===== config.mk =====
export PLATFORM = sky130hd
export DESIGN_NAME = rsi_queue
export DESIGN_NICKNAME = d
export VERILOG_FILES = /design/src/design/rsi_pkg.sv /design/src/design/rsi_queue.sv
export SDC_FILE = /design/constraint.sdc
export NUM_CORES = 1
export LEC_CHECK = 0
export BUFFER_PORTS_ARGS = -buffer_cell sky130_fd_sc_hd__buf_2
export CORE_AREA = 2 2 255 257
export CTS_CLUSTER_SIZE = 8
export DETAILED_ROUTE_END_ITERATION = 8
export DIE_AREA = 0 0 257 259
export PLACE_DENSITY = 0.84
export SLEW_MARGIN = 30
export SYNTH_ARGS = -nofsm -noshare
export SYNTH_HDL_FRONTEND = slang
export SYNTH_SLANG_ARGS = --single-unit

===== constraint.sdc =====
create_clock -name clk -period 9.37 [get_ports clk]
set_clock_uncertainty 0.2 [all_clocks]
set_input_delay 1.874 -clock clk [delete_from_list [all_inputs] [get_ports clk]]
set_output_delay 1.874 -clock clk [all_outputs]
set_load 0.05 [all_outputs]

===== src/design/rsi_pkg.sv =====
// Shared types, constants and helper functions of the ray/sphere intersection unit.
package rsi_pkg;

    // Fixed point format of every coordinate
    localparam int FRAC_BITS = 16;
    localparam int EPS_SHIFT = 12;
    localparam int FIX_W = 32;

    // Unit direction components stay below 2^(FRAC_BITS+1) in magnitude
    localparam int U_W = FRAC_BITS + 2;
    localparam int PROD_W = FIX_W + U_W;
    localparam int ACC_W = PROD_W + 2;
    localparam int PT_W = FIX_W + 2 + U_W - FRAC_BITS;
    localparam int ND_W = PT_W + 1;

    // Pipelined units
    localparam int SQRT_STAGES = 32;
    localparam int DIV_STAGES = 32;

    // Queue between front and back; depth is a power of two
    localparam int QUEUE_DEPTH = 4;
    localparam int QPTR_W = $clog2(QUEUE_DEPTH);

    localparam logic [63:0] ONE_SQ = 64'd1 << (2 * FRAC_BITS);
    localparam logic [63:0] UNIT_TOL = ONE_SQ >> EPS_SHIFT;
    localparam logic signed [63:0] FIX_MAX = 64'sh0000_0000_7FFF_FFFF;
    localparam logic signed [63:0] FIX_MIN = 64'shFFFF_FFFF_8000_0000;

    typedef logic signed [FIX_W-1:0] fix_t;
    typedef logic signed [U_W-1:0] unit_t;

    typedef enum logic [1:0] {
        REG_CENTER_X = 2'd0,
        REG_CENTER_Y = 2'd1,
        REG_CENTER_Z = 2'd2,
        REG_RADIUS   = 2'd3
    } cfg_reg_t;

    typedef struct packed {
        fix_t origin_x;
        fix_t origin_y;
        fix_t origin_z;
        fix_t dir_x;
        fix_t dir_y;
        fix_t dir_z;
    } ray_t;

    typedef struct packed {
        logic        hit;
        fix_t        point_x;
        fix_t        point_y;
        fix_t        point_z;
        fix_t        normal_x;
        fix_t        normal_y;
        fix_t        normal_z;
        logic [30:0] hit_distance;
    } result_t;

    typedef struct packed {
        fix_t        center_x;
        fix_t        center_y;
        fix_t        center_z;
        logic [30:0] sphere_radius;
    } sphere_cfg_t;

    // One classified ray handed from front to back
    typedef struct packed {
        logic            reject;
        fix_t [2:0]      origin;
        fix_t [2:0]      oc;
        unit_t [2:0]     u;
    } queue_entry_t;

    typedef struct packed {
        logic empty;
        logic almost_full;
    } queue_status_t;

    // Clamp a wide signed value to the 32-bit signed range
    function automatic fix_t sat32(input logic signed [63:0] v);
        if (v > FIX_MAX)
            return fix_t'(FIX_MAX);
        if (v < FIX_MIN)
            return fix_t'(FIX_MIN);
        return fix_t'(v);
    endfunction

    // Magnitude of a 32-bit signed value; the most negative value maps to 2^31
    function automatic logic [31:0] mag32(input fix_t v);
        return v[FIX_W-1] ? (~v + 32'd1) : v;
    endfunction

endpackage


===== src/design/rsi_queue.sv =====
// Short FIFO that decouples the front end from the back end.
module rsi_queue (
    input  logic                   clk,
    input  logic                   rst_n,
    input  logic                   push,
    input  rsi_pkg::queue_entry_t  wr_data,
    input  logic                   pop,
    output rsi_pkg::queue_entry_t  rd_data,
    output rsi_pkg::queue_status_t status
);
    import rsi_pkg::*;

    localparam logic [QPTR_W:0] DEPTH_CNT = (QPTR_W + 1)'(QUEUE_DEPTH);

    queue_entry_t      mem_reg [QUEUE_DEPTH];
    logic [QPTR_W-1:0] wr_ptr_reg;
    logic [QPTR_W-1:0] rd_ptr_reg;
    logic [QPTR_W:0]   count_reg;
    logic [QPTR_W:0]   count_next;
    logic              do_wr;
    logic              do_rd;

    assign do_wr = push && (count_reg != DEPTH_CNT);
    assign do_rd = pop && (count_reg != '0);

    // Track occupancy
    always_comb
    begin
        count_next = count_reg;
        if (do_wr && !do_rd)
            count_next = count_reg + 1'b1;
        else if (do_rd && !do_wr)
            count_next = count_reg - 1'b1;
    end

    always_ff @(posedge clk or negedge rst_n)
    begin
        if (!rst_n)
        begin
            wr_ptr_reg <= '0;
            rd_ptr_reg <= '0;
            count_reg <= '0;
        end
        else
        begin
            if (do_wr)
                wr_ptr_reg <= wr_ptr_reg + 1'b1;
            if (do_rd)
                rd_ptr_reg <= rd_ptr_reg + 1'b1;
            count_reg <= count_next;
        end
    end

    // Store entries
    always_ff @(posedge clk)
    begin
        if (do_wr)
            mem_reg[wr_ptr_reg] <= wr_data;
    end

    assign rd_data = mem_reg[rd_ptr_reg];
    assign status.empty = (count_reg == '0);
    assign status.almost_full = (count_reg >= DEPTH_CNT - 1'b1);

    a_no_overflow: assert property (@(posedge clk) disable iff (!rst_n)
        push |-> (count_reg != DEPTH_CNT))
        else $error("queue written while full");

    a_no_underflow: assert property (@(posedge clk) disable iff (!rst_n)
        pop |-> (count_reg != '0))
        else $error("queue read while empty");

    a_count_up: assert property (@(posedge clk) disable iff (!rst_n)
        (push && !pop && (count_reg != DEPTH_CNT)) |=> (count_reg == $past(count_reg) + 1'b1))
        else $error("queue occupancy did not follow a lone write");

endmodule


* Word level (Yosys, flattened, before mapping)
Memories as Yosys holds them, arrays and structs flattened.
Cells that the tools add are included.
** Cells by class
- Equal/unequal tests :: 1
- Add/sub/neg operators :: 4
- Magnitude comparators :: 1
- Multiplexer cells :: 4
- Reductions and logical operators :: 9
** Operators with widths (count)
- $mux W3 :: 2
- $add A2 B1 Y2 const B :: 2
- $logic_and A1 B1 Y1 :: 4
- $add A3 B1 Y3 const B :: 1
- $ge A3 B2 Y1 const B :: 1
- $logic_not A3 Y1 :: 1
- $ne A3 B3 Y1 const B :: 1
- $reduce_bool A3 Y1 :: 1
- $sub A3 B1 Y3 const B :: 1
- $logic_not A1 Y1 :: 2
- $mux W1 :: 2
- $reduce_bool A2 Y1 :: 1
** Storage, ports and cells
- Flip-flop bits (word level) :: 7
- Memories kept :: 1
- RAM bits :: 988
- Input bits :: 251
- Output and inout bits :: 249
- Word-level logic and storage cells :: 23
** Memories
- mem_reg :: words 4, width 247, rd ports 1, clocked after memory_dff 0, write ports 1, RTL line rsi_queue.sv:15 : queue_entry_t mem_reg [QUEUE_DEPTH];

* Logic depth before layout (Yosys ltp)
- Depth after elaboration :: 6
- Gate-level depth with buffers :: 8
- Depth with buffers taken out :: 8

* Worst setup path before layout
No wires, ideal clock.
- Path type :: input to register
- Start :: input push
- End :: memory mem_reg[0][0] in the netlist's numbering (enable)
- Buffers on the path :: 0
- Setup time :: 0.639 ns
- Stages :: 2
- Data arrival time :: 7.791 ns
- Required time :: 8.531 ns
- Setup slack :: 0.740 ns
- Cell sequence :: a21boi_2 and2_1
** Between the ends
- Longest elaborated chain between the ends :: 3
** RTL lines
- start: declaration :: RTL line rsi_queue.sv:5 : input logic push,
- $logic_and A1 B1 Y1 :: RTL line rsi_queue.sv:23 : assign do_wr = push && (count_reg != DEPTH_CNT);
- $mux W1 :: RTL line rsi_queue.sv:57 : if (do_wr)
- $mux W1 (not written as such) :: RTL line rsi_queue.sv:58 : mem_reg[wr_ptr_reg] <= wr_data;
- end: declaration :: RTL line rsi_queue.sv:15
No other way between the ends.

==> impl_results.md <==
- Drt pass-1 iters: 5
- Root Driver: clkbuf_16
- Power, Total: roughly 17 mW
- Hold Startpoint: count_reg[2]$_DFFE_PN0P_
- Port bufs: 499
- CTS clk-pin slew, worst paths: ~50 ps
- Crit Path Max Fanout: just under 80
- DR WL/cell: slightly below 30 um
- Min-Delay Path Class: reg -> reg
- Post-route ant nets: 0
- Max VDD drop: between 0.2 and 0.3 mV
- CTS resizes: 0
- Starting Density: between 50% and 60%
- Max_cap viols: 0
- Synthesis Warnings: 0
- Non-filler cells, final: around 2800
- GR Overflow Total: 0
- GRT met1 Usage: between 20% and 30%
- Arr. time, crit path: 3530 ps
- Mean Syn Cell Area: roughly 27 um^2
- Combinational power share: ~36%
- Vias in the first global route: approximately 18000
- Slew HR: a little over a third
- Req. time, crit path: roughly 7300 ps
- Area growth from synthesis to layout: 20.3%
- GRT Total Usage: 24.8%
- Element type at the critical path start: register
- Kind of critical path: reg -> out
- P_leak: about 15 nW
- Reg-to-Reg Start: count_reg[0]$_DFFE_PN0P_
- Routed vias: around 17000
- GRT busiest layer: met2
- DP HPWL: 44.9 mm
- Power per Cell Area: about 400 nW/um^2
- Num rows: slightly above 90
- First-pass GRT wire length: approximately 120 mm
- Post-Syn Nets: 1584
- Seq/Total Area, Yosys: between 80 and 90%
- H-tree depth: 4
- Chip Height: 259 um
- Switching power: 6.55 mW
- Area post-placement: between 30000 and 40000 um^2
- Pins Over Slew Limit: 0
- Minimum clock period: between 5000 and 6000 ps
- CP Launch Point: rd_ptr_reg[0]$_DFFE_PN0P_
- Pin count of the biggest net entering global routing: approximately 140
- Routability Congestion: about 0.78
- Final Cycle Share: between 50% and 60%
- Clock share of power: around 27%
- Layout cells sized above 1: around 47%
- DRC viols: 0
- Design Area, Final: roughly 43000 um^2
- Worst setup EP type: output pin
- Setup bufs post-CTS: 0
- Synth cell types: 20
- TritonCTS clock tree: yes
- Detailed router's first-iteration violation count: 1631
- CTS Sinks: a little under 1000
- Die width: around 260 um
- Sequential share of power: approximately 37%
- Final wirelength: about 80 mm
- Clock buffers created by TritonCTS: ~140
- # IOs: 500
- Final hold vios: 0
- Bufs on Longest Clock Path: 3
- Worst skew pair latency: roughly 690 ps
- Slew @ Worst Pin: ~970 ps
- Final Net Count: around 2200
- Cells after synthesis: 1327
- Dpl cells: ~2600
- Met2 usage: ~42%
- Fmax: about 0.18 GHz
- Initial antenna violation count: 26
- Endpoints failing setup: 0
- Met3 usage: 7.24%
- Cell Int Power: 10.4 mW
- Routed vias/inst: roughly 6.0
- Die area: about 67000 um^2
- Total negative slack: 0 ps
- Largest register FFs: just under 1000
- RSZ-0062 raised after global routing: false
- CORE AREA: roughly 64000 um^2
- Status: complete, no violations
- #FFs+latches synth: 995
- Synth Cell Area: roughly 36000 um^2
- Sw Ratio: between 30% and 40%
- Hold-fix buffers at CTS: 0
[logic make-up (layout without fill, tap and decap cells)]
logic type | after synthesis | count (layout) | synth area share (%)
compound gates | 2 | 2 | 0.0520
xor+xnor | 6 | 6 | 0.146
fa+ha+maj | 6 | 6 | 0.229
buf+inv | 60 | 683 | 1.26
flops | 995 | 995 | 82.7
mux | 249 | 249 | 15.5
other cells | 0 | 24 | 0
simple gates | 9 | 9 | 0.132
[final timing paths]
| kind | endpoint | slack, ps | cells past startpoint |
|---|---|---|---|
| setup / recovery | rd_data[119] | 3760 | 4 |
| hold / removal | count_reg[2]$_DFFE_PN0P_ | 340 | 1 |
| setup reg to reg | mem_reg[3][119]$_DFFE_PP_ | 6110 | 4 |
| hold reg to reg | count_reg[2]$_DFFE_PN0P_ | 340 | 1 |
| max in group asynchronous | rd_ptr_reg[1]$_DFFE_PN0P_ | 7980 | 1 |
| min in group asynchronous | rd_ptr_reg[0]$_DFFE_PN0P_ | 810 | 1 |
[synth_stat cells]
cell type | count | share of area [%]
nor2_1 | 2 | 0.021
inv_1 | 4 | 0.042
buf_4 | 3 | 0.062
ha_1 | 5 | 0.17
mux4_2 | 247 | 15
xor2_1 | 2 | 0.049
nand2_1 | 1 | 0.010
a21boi_2 | 1 | 0.031
edfxtp_1 | 988 | 82
buf_2 | 25 | 0.35
xnor2_1 | 4 | 0.097
a21o_1 | 1 | 0.021
mux2_2 | 2 | 0.062
or3_1 | 1 | 0.017
and2_1 | 4 | 0.069
nand3_1 | 1 | 0.014
dfrtp_1 | 7 | 0.49
buf_6 | 25 | 0.78
fa_1 | 1 | 0.055
clkbuf_1 | 3 | 0.031
[metrics by stage]
stage	setup slack [ps]	utilization [%]	hold slack (ps)
2_1_floorplan	740	-	294
5_1_grt	3480	67.9	387
3_3_place_gp	4480	61.7	310
6_report	3760	67.9	340
4_1_cts	3710	67.8	346
3_5_place_dp	4480	61.7	340
[worst max-delay path: stages (launching register included)]
cell     delay [ps]
dfrtp_4         960
buf_12          380
buf_16          470
mux4_2          610
buf_2           240
[layout make-up]
class	count	area, um^2
Sequential cell	995	29900
Fill cell	3676	20500
Multi-Input combinational cell	272	5800
Clock buffer	153	3640
Timing Repair Buffer	512	2710
Tap cell	855	1070
Clock inverter	14	253
Antenna cell	24	60.1
Inverter	4	15.0
[per-layer routing]
metal / wire (um) / part of all wire, %
met5: 96 / 0.12
met4: 3100 / 3.8
met3: 6760 / 8.3
met2: 43900 / 54
met1: 27900 / 34
[power groups by stage]
stage / Sequential (mW) / Clock [mW] / Combinational (mW)
after global placement: 6.21 / 0 / 6.04
after detailed placement: 6.29 / 0 / 6.10
final: 6.25 / 4.53 / 6.14
after floorplan: 6.33 / 0 / 4.89
after global routing: 6.31 / 4.78 / 6.36
after CTS: 6.26 / 4.61 / 6.18
[cells in the final DEF, fill, tap and decap left out, types with 3 or more instances in the layout]
cell type | netlist | layout
xnor2_1 | 4 | 4
buf_6 | 25 | 3
edfxtp_1 | 988 | 988
buf_2 | 25 | 499
inv_16 | 0 | 3
mux4_2 | 247 | 247
diode_2 | 0 | 24
clkbuf_16 | 0 | 144
clkbuf_1 | 3 | 9
inv_1 | 4 | 4
clkinv_16 | 0 | 4
inv_6 | 0 | 4
and2_4 | 0 | 4
buf_12 | 0 | 7
ha_1 | 5 | 5
dfrtp_1 | 7 | 5
No activity file was read; power rests on OpenSTA's default activity.
